### src/hw/rtl/sfid_pkg.sv
`timescale 1ns / 1ps

package sfid_pkg;

	localparam int unsigned STACK_DEPTH = 32;
	localparam int unsigned ADDR_W      = (STACK_DEPTH > 1) ? $clog2(STACK_DEPTH) : 1;
	localparam int unsigned CNT_W       = $clog2(STACK_DEPTH + 1);
	localparam int unsigned ID_W        = 64;
	localparam int unsigned DEPTH_OUT_W = 6;
	localparam int unsigned SENT_LEN    = 16;
	localparam int unsigned SENT_W      = 4;

	localparam logic [ID_W-1:0] FNV_OFFSET   = 64'd1469598103934665603;
	// prime is 2^40 + 0x1B3
	localparam int unsigned     FNV_SHIFT    = 40;
	localparam logic [8:0]      FNV_PRIME_LO = 9'h1B3;

	typedef enum logic [1:0] {
		FUNC_WIDGET = 2'd0,
		FUNC_QUERY  = 2'd1,
		FUNC_PUSH   = 2'd2,
		FUNC_POP    = 2'd3
	} func_t;

	typedef enum logic [2:0] {
		ST_IDLE,
		ST_EXEC,
		ST_SENT,
		ST_POP_RD,
		ST_EMIT
	} state_t;

	typedef struct packed {
		logic load;
		logic exec;
		logic sent_step;
		logic pop_load;
		logic emit;
	} ctl_cmd_t;

	typedef struct packed {
		logic is_pop;
		logic is_last;
		logic need_sent;
		logic sent_done;
		logic out_free;
	} ctl_sts_t;

	function automatic logic [7:0] sentinel_byte(logic [SENT_W-1:0] idx);
		logic [7:0] b;
		case (idx)
			4'd0:    b = 8'h23;
			4'd1:    b = 8'h23;
			4'd2:    b = 8'h5F;
			4'd3:    b = 8'h5F;
			4'd4:    b = 8'h66;
			4'd5:    b = 8'h6C;
			4'd6:    b = 8'h75;
			4'd7:    b = 8'h78;
			4'd8:    b = 8'h5F;
			4'd9:    b = 8'h65;
			4'd10:   b = 8'h6D;
			4'd11:   b = 8'h70;
			4'd12:   b = 8'h74;
			4'd13:   b = 8'h79;
			4'd14:   b = 8'h5F;
			default: b = 8'h5F;
		endcase
		return b;
	endfunction

	// one FNV-1a round; the multiply by the prime is a shift plus a 9-bit constant product
	function automatic logic [ID_W-1:0] fnv_mix(logic [ID_W-1:0] h, logic [7:0] b);
		logic [ID_W-1:0] x;
		x = h ^ {56'd0, b};
		return (x << FNV_SHIFT) + (x * {55'd0, FNV_PRIME_LO});
	endfunction

endpackage

### src/hw/rtl/sfid_ram.sv
`timescale 1ns / 1ps

module sfid_ram #(
	parameter int unsigned WIDTH = 64,
	parameter int unsigned DEPTH = 32
) (
	input  logic                                        clk,
	input  logic                                        wr_en,
	input  logic [((DEPTH > 1) ? $clog2(DEPTH) : 1)-1:0] wr_addr,
	input  logic [WIDTH-1:0]                            wr_data,
	input  logic [((DEPTH > 1) ? $clog2(DEPTH) : 1)-1:0] rd_addr,
	output logic [WIDTH-1:0]                            rd_data
);

	logic [WIDTH-1:0] mem_q [DEPTH];

	always_ff @(posedge clk) begin
		if (wr_en) begin
			mem_q[wr_addr] <= wr_data;
		end
		rd_data <= mem_q[rd_addr];
	end

endmodule

### src/hw/rtl/sfid_datapath.sv
`timescale 1ns / 1ps

module sfid_datapath (
	input  logic                               clk,
	input  logic                               arst_n,
	input  logic [1:0]                         func,
	input  logic [7:0]                         byte_value,
	input  logic                               has_byte,
	input  logic                               last_byte,
	input  sfid_pkg::ctl_cmd_t                 cmd,
	output sfid_pkg::ctl_sts_t                 sts,
	output logic                               out_valid,
	input  logic                               out_ready,
	output logic [sfid_pkg::ID_W-1:0]          id_value,
	output logic [sfid_pkg::DEPTH_OUT_W-1:0]   stack_depth,
	output logic                               overflow
);

	import sfid_pkg::*;

	// captured word
	func_t            func_q;
	logic [7:0]       byte_q;
	logic             has_byte_q;
	logic             last_q;

	logic [ID_W-1:0]  hash_q;
	logic [ID_W-1:0]  top_q;
	logic [CNT_W-1:0] depth_q;
	logic             ovf_q;
	logic             in_string_q;
	logic             saw_q;
	logic [SENT_W-1:0] sent_cnt_q;

	logic             out_valid_q;
	logic [ID_W-1:0]  id_value_q;
	logic [DEPTH_OUT_W-1:0] stack_depth_q;
	logic             overflow_q;

	logic [ID_W-1:0]  seed;
	logic [ID_W-1:0]  h_base;
	logic [ID_W-1:0]  h_exec;
	logic [ID_W-1:0]  id_str;
	logic [ID_W-1:0]  res_id;
	logic [CNT_W-1:0] depth_dec;
	logic [CNT_W-1:0] depth_next;
	logic             ovf_next;
	logic             full;
	logic             is_push;
	logic             is_pop;
	logic             do_push;
	logic             out_free;
	logic [ID_W-1:0]  rd_data;

	assign is_push = (func_q == FUNC_PUSH);
	assign is_pop  = (func_q == FUNC_POP);
	assign full    = (depth_q == CNT_W'(STACK_DEPTH));
	assign do_push = is_push && !full;

	// top_q only holds a live entry while the stack is non-empty
	assign seed      = (depth_q == '0) ? FNV_OFFSET : top_q;
	assign h_base    = in_string_q ? hash_q : seed;
	assign h_exec    = has_byte_q ? fnv_mix(h_base, byte_q) : h_base;
	assign id_str    = (hash_q == '0) ? ID_W'(1) : hash_q;
	assign res_id    = is_pop ? seed : id_str;
	assign depth_dec = (depth_q == '0) ? depth_q : depth_q - CNT_W'(1);
	assign depth_next = do_push ? depth_q + CNT_W'(1) : depth_q;
	assign ovf_next  = ovf_q | (is_push && full);
	assign out_free  = !out_valid_q || out_ready;

	always_comb begin
		sts.is_pop    = is_pop;
		sts.is_last   = last_q;
		sts.need_sent = (func_q == FUNC_WIDGET) && !saw_q && !has_byte_q;
		sts.sent_done = (sent_cnt_q == SENT_W'(SENT_LEN - 1));
		sts.out_free  = out_free;
	end

	// pop reads the entry below the old top while in EXEC; data lands for POP_RD
	sfid_ram #(
		.WIDTH (ID_W),
		.DEPTH (STACK_DEPTH)
	) u_stack (
		.clk     (clk),
		.wr_en   (cmd.emit && do_push),
		.wr_addr (ADDR_W'(depth_q)),
		.wr_data (id_str),
		.rd_addr (ADDR_W'(depth_dec - CNT_W'(1))),
		.rd_data (rd_data)
	);

	always_ff @(posedge clk) begin
		if (cmd.load) begin
			func_q     <= func_t'(func);
			byte_q     <= byte_value;
			has_byte_q <= has_byte;
			last_q     <= last_byte;
		end
		if (cmd.exec && !is_pop) begin
			hash_q <= h_exec;
		end else if (cmd.sent_step) begin
			hash_q <= fnv_mix(hash_q, sentinel_byte(sent_cnt_q));
		end
		if (cmd.pop_load) begin
			top_q <= rd_data;
		end else if (cmd.emit && do_push) begin
			top_q <= id_str;
		end
		if (cmd.emit) begin
			id_value_q    <= res_id;
			stack_depth_q <= DEPTH_OUT_W'(depth_next);
			overflow_q    <= ovf_next;
		end
	end

	always_ff @(posedge clk or negedge arst_n) begin
		if (!arst_n) begin
			depth_q     <= '0;
			ovf_q       <= 1'b0;
			in_string_q <= 1'b0;
			saw_q       <= 1'b0;
			sent_cnt_q  <= '0;
			out_valid_q <= 1'b0;
		end else begin
			if (cmd.exec) begin
				sent_cnt_q <= '0;
				if (is_pop) begin
					depth_q     <= depth_dec;
					in_string_q <= 1'b0;
					saw_q       <= 1'b0;
				end else if (last_q) begin
					in_string_q <= 1'b0;
					saw_q       <= 1'b0;
				end else begin
					in_string_q <= 1'b1;
					saw_q       <= saw_q | has_byte_q;
				end
			end
			if (cmd.sent_step) begin
				sent_cnt_q <= sent_cnt_q + SENT_W'(1);
			end
			if (cmd.emit) begin
				depth_q     <= depth_next;
				ovf_q       <= ovf_next;
				out_valid_q <= 1'b1;
			end else if (out_ready) begin
				out_valid_q <= 1'b0;
			end
		end
	end

	assign out_valid   = out_valid_q;
	assign id_value    = id_value_q;
	assign stack_depth = stack_depth_q;
	assign overflow    = overflow_q;

	a_depth_bound: assert property (@(posedge clk) disable iff (!arst_n)
		depth_q <= CNT_W'(STACK_DEPTH))
		else $error("stack count beyond capacity");

	a_ovf_sticky: assert property (@(posedge clk) disable iff (!arst_n)
		ovf_q |=> ovf_q)
		else $error("overflow flag dropped");

	a_push_top: assert property (@(posedge clk) disable iff (!arst_n)
		(cmd.emit && do_push) |=> (top_q == $past(id_str)))
		else $error("top cache not updated on push");

endmodule

### src/hw/rtl/sfid_ctrl.sv
`timescale 1ns / 1ps

module sfid_ctrl (
	input  logic                clk,
	input  logic                arst_n,
	input  logic                in_valid,
	output logic                in_ready,
	input  sfid_pkg::ctl_sts_t  sts,
	output sfid_pkg::ctl_cmd_t  cmd
);

	import sfid_pkg::*;

	state_t state_q;
	state_t state_d;

	always_comb begin
		state_d = state_q;
		unique case (state_q)
			ST_IDLE: begin
				if (in_valid) begin
					state_d = ST_EXEC;
				end
			end
			ST_EXEC: begin
				if (sts.is_pop) begin
					state_d = ST_POP_RD;
				end else if (!sts.is_last) begin
					state_d = ST_IDLE;
				end else if (sts.need_sent) begin
					state_d = ST_SENT;
				end else begin
					state_d = ST_EMIT;
				end
			end
			ST_SENT: begin
				if (sts.sent_done) begin
					state_d = ST_EMIT;
				end
			end
			ST_POP_RD: begin
				state_d = ST_EMIT;
			end
			ST_EMIT: begin
				if (sts.out_free) begin
					state_d = ST_IDLE;
				end
			end
			default: begin
				state_d = ST_IDLE;
			end
		endcase
	end

	always_comb begin
		in_ready      = 1'b0;
		cmd.load      = 1'b0;
		cmd.exec      = 1'b0;
		cmd.sent_step = 1'b0;
		cmd.pop_load  = 1'b0;
		cmd.emit      = 1'b0;
		unique case (state_q)
			ST_IDLE: begin
				in_ready = 1'b1;
				cmd.load = in_valid;
			end
			ST_EXEC: begin
				cmd.exec = 1'b1;
			end
			ST_SENT: begin
				cmd.sent_step = 1'b1;
			end
			ST_POP_RD: begin
				cmd.pop_load = 1'b1;
			end
			ST_EMIT: begin
				cmd.emit = sts.out_free;
			end
			default: begin
				in_ready = 1'b0;
			end
		endcase
	end

	always_ff @(posedge clk or negedge arst_n) begin
		if (!arst_n) begin
			state_q <= ST_IDLE;
		end else begin
			state_q <= state_d;
		end
	end

	a_accept_exec: assert property (@(posedge clk) disable iff (!arst_n)
		(in_valid && in_ready) |=> (state_q == ST_EXEC))
		else $error("accepted word not executed next cycle");

	a_emit_free: assert property (@(posedge clk) disable iff (!arst_n)
		cmd.emit |-> sts.out_free)
		else $error("result loaded over an untaken word");

	a_sent_exit: assert property (@(posedge clk) disable iff (!arst_n)
		(state_q == ST_SENT && sts.sent_done) |=> (state_q == ST_EMIT))
		else $error("sentinel pass did not end in emit");

endmodule

### src/hw/rtl/scoped_fnv1a_id_stack.sv
`timescale 1ns / 1ps
// A result follows the mix of the word ending its string, a pop's stack RAM read, or an empty
// widget string's 16 sentinel rounds; a stalled result holds the next word.
// A word is accepted, then mixed; one ending a string is then emitted (an empty widget runs its
// sentinel rounds first); a pop is accepted, steps the count, reads the stack RAM and emits.
// The 64-bit hash goes through one shift-and-add multiplier per byte; one word is handled at a time.
// Reset (arst_n low) clears count, overflow, string state and output valid; stack RAM is not cleared.

module scoped_fnv1a_id_stack (
	input  logic                              clk,
	input  logic                              arst_n,
	input  logic                              in_valid,
	output logic                              in_ready,
	input  logic [1:0]                        func,
	input  logic [7:0]                        byte_value,
	input  logic                              has_byte,
	input  logic                              last_byte,
	output logic                              out_valid,
	input  logic                              out_ready,
	output logic [sfid_pkg::ID_W-1:0]         id_value,
	output logic [sfid_pkg::DEPTH_OUT_W-1:0]  stack_depth,
	output logic                              overflow
);

	import sfid_pkg::*;

	ctl_cmd_t cmd;
	ctl_sts_t sts;

	sfid_ctrl u_ctrl (
		.clk      (clk),
		.arst_n   (arst_n),
		.in_valid (in_valid),
		.in_ready (in_ready),
		.sts      (sts),
		.cmd      (cmd)
	);

	sfid_datapath u_dp (
		.clk         (clk),
		.arst_n      (arst_n),
		.func        (func),
		.byte_value  (byte_value),
		.has_byte    (has_byte),
		.last_byte   (last_byte),
		.cmd         (cmd),
		.sts         (sts),
		.out_valid   (out_valid),
		.out_ready   (out_ready),
		.id_value    (id_value),
		.stack_depth (stack_depth),
		.overflow    (overflow)
	);

endmodule

### config.mk
export PLATFORM = sky130hd
export DESIGN_NAME = scoped_fnv1a_id_stack
export DESIGN_NICKNAME = d
export VERILOG_FILES = /design/src/hw/rtl/sfid_pkg.sv /design/src/hw/rtl/sfid_ram.sv /design/src/hw/rtl/sfid_datapath.sv /design/src/hw/rtl/sfid_ctrl.sv /design/src/hw/rtl/scoped_fnv1a_id_stack.sv
export SDC_FILE = /design/constraint.sdc
export NUM_CORES = 2
export LEC_CHECK = 0
export BUFFER_PORTS_ARGS = -buffer_cell sky130_fd_sc_hd__buf_4
export CORE_MARGIN = 3
export CORE_UTILIZATION = 40
export CTS_CLUSTER_SIZE = 24
export DETAILED_ROUTE_END_ITERATION = 10
export PLACE_DENSITY_LB_ADDON = 0.12
export SYNTH_ARGS = -nofsm -noshare
export SYNTH_HDL_FRONTEND = slang
export SYNTH_SLANG_ARGS = --single-unit
export TNS_END_PERCENT = 1
### constraint.sdc
create_clock -name clk -period 10 [get_ports clk]
set_clock_uncertainty 0.15 [all_clocks]
set_input_delay 2 -clock clk [delete_from_list [all_inputs] [get_ports clk]]
set_output_delay 2 -clock clk [all_outputs]
set_load 0.01 [all_outputs]
; Word-level counts from Yosys, hierarchy flattened
; Memory sizes are Yosys's and may differ from the RTL's. A register that Yosys moved wholly into a read port is not among the register bits.
; Index checks and enable logic that the tools add are counted.
[word_totals]
reg_bits = 228
memories = 2
out_inout_bits = 73
in_bits = 16
romBits = 112
word_cells = 104
ramBits = 2048
[mem_list]
columns = memory, depth, width, read_ports, rd_clocked_by_memory_dff, write_ports, line
row1 = u_dp.u_stack.mem_q, 32, 64, 1, 1, 1, sfid_ram.sv:15  ; logic [WIDTH-1:0] mem_q [DEPTH];
row2 = (no name shown), 16, 7, 1, 0, 0, sfid_pkg.sv:51  ; case (idx)
[op_classes]
reduce_logical = 24
mux = 39
mul = 2
bitwise = 4
eq_ne = 11
n_addsub = 6
[ops]
columns = operator, count
row1 = 2-to-1 mux 64 bit, 9
row2 = adder 64 bit, 2
row3 = multiplier 64 x 9 -> 64 bit (second input constant), 2
row4 = XOR 64 x 8 -> 64 bit, 2
row5 = zero test 64 bit, 1
row6 = 2-to-1 mux 6 bit, 5
row7 = 2-to-1 mux 3 bit, 6
row8 = 2-to-1 mux 8 bit, 2
row9 = one-hot mux 3 bit (5 select lines), 1
row10 = 2-to-1 mux 1 bit, 14
row11 = nonzero test 2 bit, 6
row12 = 2-to-1 mux 4 bit, 2
row13 = adder 6 x 1 -> 6 bit (second input constant), 1
row14 = equality test 3 x 2 -> 1 bit (second input constant), 2
row15 = equality test 6 bit (second input constant), 1
row16 = logical AND 1 bit, 6
row17 = zero test 6 bit, 1
row18 = subtractor 6 x 1 -> 6 bit (second input constant), 1
row19 = zero test 1 bit, 5
row20 = subtractor 5 x 1 -> 5 bit (second input constant), 1
row21 = adder 4 x 1 -> 4 bit (second input constant), 1
row22 = equality test 2 bit (second input constant), 2
row23 = equality test 4 bit (second input constant), 1
row24 = != test 2 bit (second input constant), 2
row25 = 9 further kinds, 10

; Depth between registers and ports, before layout
[depth]
depth_word = 9
mapped_depth = 33
depth_no_buf = 28

; Modules after synthesis
; Synthesis repeated with hierarchy kept, for this count alone.
[hier_totals]
hier_cells = 6973
area_unflattened_um2 = 114374.7
[by_module_without_submodules]
columns = mod, cells_per_inst, n_inst, area_each_um2, seq_area_each_um2
row1 = sfid_ram, 3097, 1, 78964.5, 62780.2
row2 = sfid_datapath, 3850, 1, 35160.0, 6686.4
row3 = sfid_ctrl, 26, 1, 250.2, 75.1

; Worst setup path before layout
; OpenSTA, ideal clock, no wires.
[synth_path]
kind = register -> register
from = register u_dp.depth_q[0]
to = register u_dp.hash_q[61] (data pin)
required_time_ns = 9.589
setup_slack_ns = 2.520
synth_period_minus_slack_ns = 7.480
setup_time_ns = 0.261
path_stages_with_launch = 34
arrival_ns = 7.069
n_path_buf = 6
cell_sequence = dfrtp_1 clkbuf_1 inv_1 ha_1 clkbuf_1 nand2_1 or2_0 buf_2 clkbuf_1 buf_1 nand2_1 o21ai_0 ha_1 inv_1 fa_1 inv_1 fa_1 fa_1 inv_1 fa_1 inv_1 ha_1 clkbuf_1 a21oi_1 o21ai_0 a21oi_1 o21bai_1 a221oi_1 o21ai_0 a22oi_1 a31oi_1 a31oi_1 xnor2_1 a311o_1
[synth_via]
elab_chain_len = 8
[synth_rtl]
columns = element, line
row1 = from (decl), sfid_datapath.sv:29  ; logic [CNT_W-1:0] depth_q;
row2 = from (signal assigned), sfid_datapath.sv:128  ; depth_q <= depth_dec;
row3 = from (signal assigned), sfid_datapath.sv:143  ; depth_q <= depth_next;
row4 = zero test 6 bit *, sfid_datapath.sv:61  ; assign seed = (depth_q == '0) ? FNV_OFFSET : top_q;
row5 = 2-to-1 mux 64 bit *, sfid_datapath.sv:61
row6 = 2-to-1 mux 64 bit *, sfid_datapath.sv:62  ; assign h_base = in_string_q ? hash_q : seed;
row7 = XOR 64 x 8 -> 64 bit, sfid_pkg.sv:75  ; x = h ^ {56'd0, b};
row8 = multiplier 64 x 9 -> 64 bit, sfid_pkg.sv:76  ; return (x << FNV_SHIFT) + (x * {55'd0, FNV_PRIME_LO});
row9 = adder 64 bit, sfid_pkg.sv:76
row10 = 2-to-1 mux 64 bit *, sfid_datapath.sv:63  ; assign h_exec = has_byte_q ? fnv_mix(h_base, byte_q) : h_base;
row11 = 2-to-1 mux 64 bit *, sfid_datapath.sv:99  ; if (cmd.exec && !is_pop) begin
row12 = to (signal assigned), sfid_datapath.sv:102  ; hash_q <= fnv_mix(hash_q, sentinel_byte(sent_cnt_q));
row13 = to (decl), sfid_datapath.sv:27  ; logic [ID_W-1:0] hash_q;
; Mark *: on every way between the ends. The rest lies on a longest branch, timed or not.
; A chain may end at the register's enable or synchronous reset.

; Worst setup path in the final report
; Ends and elaborated chain as after synthesis.

==> results.md <==
* 112 — largest net degree at the start of global routing
* 114000 um^2 — cell area after synthesis
* completed — result of the run
* 11.8% — multiplexer share of the synthesized area
* flop to flop — worst setup path class
* 11400 — non-filler cells in the finished layout
* 292000 um^2 — die footprint
* flop — critical path capture point type
* 540 um — width of the die
* 0 ps — Setup TNS Final
* 0 — DRC viols
* 0 — antenna viol nets, final
* 0 — post-cts gate resize count
* 0.115 GHz — maximum frequency from static timing analysis
* 8199 — Post-Syn Nets
* 195 — num rows
* 1330 ps — R2R setup slack
* 28 — number of cells on the worst reg-to-reg path
* flop — startpoint types
* 8338 — final layout net count
* 59.4% — area share of the largest cell type after synthesis
* edfxtp_1 — area leader, netlist
* 27.3% — remaining max-slew budget at the tightest pin
* 89 — count of pins on the block boundary
* 6804 — drt initial violations
* edfxtp_1 — flip-flop cell with the highest count after synthesis
* 870 ps — clock latency of the later-clocked register in the worst-skew pair
* 15.6 um^2 — mean instance size in the synthesized netlist
* 0.916 — gp weighted congestion
* 10900 — number of cells in the design after placement
* 2340 — number of register bits inferred by synthesis
* 3.32% — met3 track demand over resource in global routing
* 66000 — number of global-route vias before repair
* 5 — number of H-tree levels
* 24.5% — All-Layer GR Usage
* 86.7% — final worst-path cycle share
* inv_1 — most used cell, CP
* met2 — most congested layer reported by global routing
* false — RSZ-0062 raised after global routing
* 0 — number of warning messages in the yosys log
* edfxtp_1, mux4_2, fa_1 — leading post-synthesis cells by cell area
* 60.9% — portion of the post-synthesis area used by sequential elements
* 12.4% — post-synthesis adder-cell area fraction
* u_dp.hash_q[61] — end of the critical path
* 1260 ps — pre-CTS setup slack
* 4 — maximum number of buffers from clock root to sink
* 8670 ps — post-route minimum period
* 69500 um^2 — flip-flop and latch area
* 4.50% — compound-cell area share of the yosys netlist
* u_dp.hash_q[61] — worst reg2reg path endpoint
* 60 ps — clock edge transition at the registers on the reported setup and hold paths
* 38.6% — met2 Use GR
* 2259 — number of enable flip-flop cells after synthesis
* 220000 um — hpwl dp
* edfxtp_1 — cell with the most instances after synthesis
* 0 — CTS Hold Bufs
* 5 — first-pass iteration count of the detailed router
* 12.2% — area delta synth->final
* 88 — Port Buffer Count
* 5.67 — vias per cell
* clkbuf_16 — CTS Root Buffer Type
* 10460 ps — required time of the critical path
* dfrtp_1 — critical path's slowest cell
* 0 — final count of negative-setup-slack endpoints
* 360000 um — Final Routed Wirelength
* 0 — number of buffers inserted by post-CTS setup repair
* u_dp.depth_q[0] — worst flop-to-flop path startpoint
* adder cells — combinational family with the most area after synthesis
* 580 ps — delay contributed by the slowest stage of the critical path
* 0.726% — ys async rst share
* 64800 — Vias
* 540 um — die height
* 1.72% — xor/xnor share of the synthesized area
* built — TritonCTS clock tree
* 510000 um — wire length of the first global-routing pass
* 6 — antenna violations before repair
* 16.0% — layout cells sized above 1
* 4.78% — simple logic cell fraction of the synthesized area
* edfxtp_1, inv_1, nand2_1, mux4_2, fa_1 — most frequent cells after synthesis
* 31.5 um — average detailed-routed wire length per instance
* flop to flop — classification of the worst-slack hold path
* 40.3% — effective utilization at floorplan
* 262 — clock buffers created by TritonCTS
* 37 — highest net fanout along the worst path
* 283000 um^2 — area of the placeable core
* 0 — endpoints failing hold
* 0 — Final Slew Violations
* 9130 ps — data arrival time of the critical path
* 0 — total global routing overflow
* 1330 ps — Final WS setup
* 40600 um^2 — total area of multi-input combinational cells
* 35.6% — M1 GR Usage
* 2340 — Clock Sink Count
* u_dp.depth_q[0] — worst setup path startpoint
* 24900 — Filler Cells Inserted
* 1080 ps — Worst-Margin Slew
* 0 — total of max-cap violations
* 88 — Synth cell types
* 7328 — number of standard cells after synthesis
## area by class of cell
type / instances / share of cell area, %
antenna: 14 / 0.0273
clock buffer: 347 / 5.57
clock inverter: 122 / 0.787
inverter: 854 / 2.50
multi-input combinational: 3802 / 31.6
sequential: 2340 / 54.3
tap: 3743 / 3.65
timing repair buffer: 207 / 1.56
## state kept, by name, summed over array words and instances, names as in the netlist
name,count
u_dp.overflow,1
u_dp.out_valid,1
u_dp.sent_cnt_q,4
u_dp.byte_q,8
u_dp.ovf_q,1
u_dp.in_string_q,1
u_dp.has_byte_q,1
u_dp.stack_depth,6
u_dp.depth_q,6
u_dp.hash_q,64
u_dp.top_q,64
u_dp.u_stack.rd_data,64
u_dp.last_q,1
u_dp.saw_q,1
u_dp.u_stack.mem_q,2048
u_dp.id_value,64
u_dp.func_q,2
u_ctrl.state_q,3
## logic make-up after synthesis
family,Yosys count
flip-flops,2340
AND/OR/NAND/NOR,1268
buffers and inverters,1186
adder cells (fa/ha/maj),855
AO/OA/AOI/OAI,850
multiplexers,606
XOR/XNOR,223
## layout by cell type (no fill, tap or decap), types with 16 or more instances in the layout
master and count:
edfxtp_1 2259, inv_1 852, nand2_1 713, mux4_2 592, fa_1 458, ha_1 396, o21ai_0 329, clkbuf_16 269
a21oi_1 198, nand3_1 191, buf_4 171, xnor2_1 136, nor2_1 136, a21o_1 91, xor2_1 81, clkbuf_1 67
dfxtp_1 64, clkinv_1 51, nor3_1 47, nand4_1 40, buf_12 36, nor2_4 35, clkinv_2 33, a211oi_1 26
o31ai_1 23, a31oi_1 22, o211ai_1 21, nand2b_1 20, o21a_1 20, o21bai_1 19, and3_1 18, dfrtp_1 16
## how the worst min path moves through the flow
stage / start / to / slack, ps / depth (start not counted)
3_5_place_dp: u_dp.u_stack.rd_data[4] / u_dp.top_q[4] / 340 / 2
3_3_place_gp: u_dp.ovf_q / u_dp.ovf_q / 320 / 1
2_1_floorplan: u_dp.ovf_q / u_dp.ovf_q / 320 / 1
4_1_cts: u_dp.ovf_q / u_dp.ovf_q / 350 / 1
5_1_grt: u_dp.ovf_q / u_dp.ovf_q / 380 / 1
6_report: u_dp.ovf_q / u_dp.ovf_q / 350 / 1
## metal layers
metal  part of all wire, %  vias to the layer above
met5                     0                        -
met4                   3.4                        0
met3                   6.2                      404
met2                    46                     2366
met1                    44                    34700
li1                      -                    27400
## worst max-delay path: cells and delay by family (launching register included)
family                   cells  cell delay, ps
buffers and inverters        6             950
AND/OR/NAND/NOR              3             910
AO/OA/AOI/OAI               11            2640
XOR/XNOR                     1             100
flip-flops                   1             580
adder cells (fa/ha/maj)      7            3030
## through the flow
step | cell area (um^2) | hold slack (ps) | util (%)
2_1_floorplan | 114000 | 315 | -
3_3_place_gp | 120000 | 324 | 42.4
3_5_place_dp | 120000 | 336 | 42.4
4_1_cts | 128000 | 349 | 45.2
5_1_grt | 128000 | 380 | 45.2
6_report | 128000 | 348 | 45.3
Power is not shown: default switching activity piles up to over one toggle a cycle in this logic, so the estimate is an artifact.
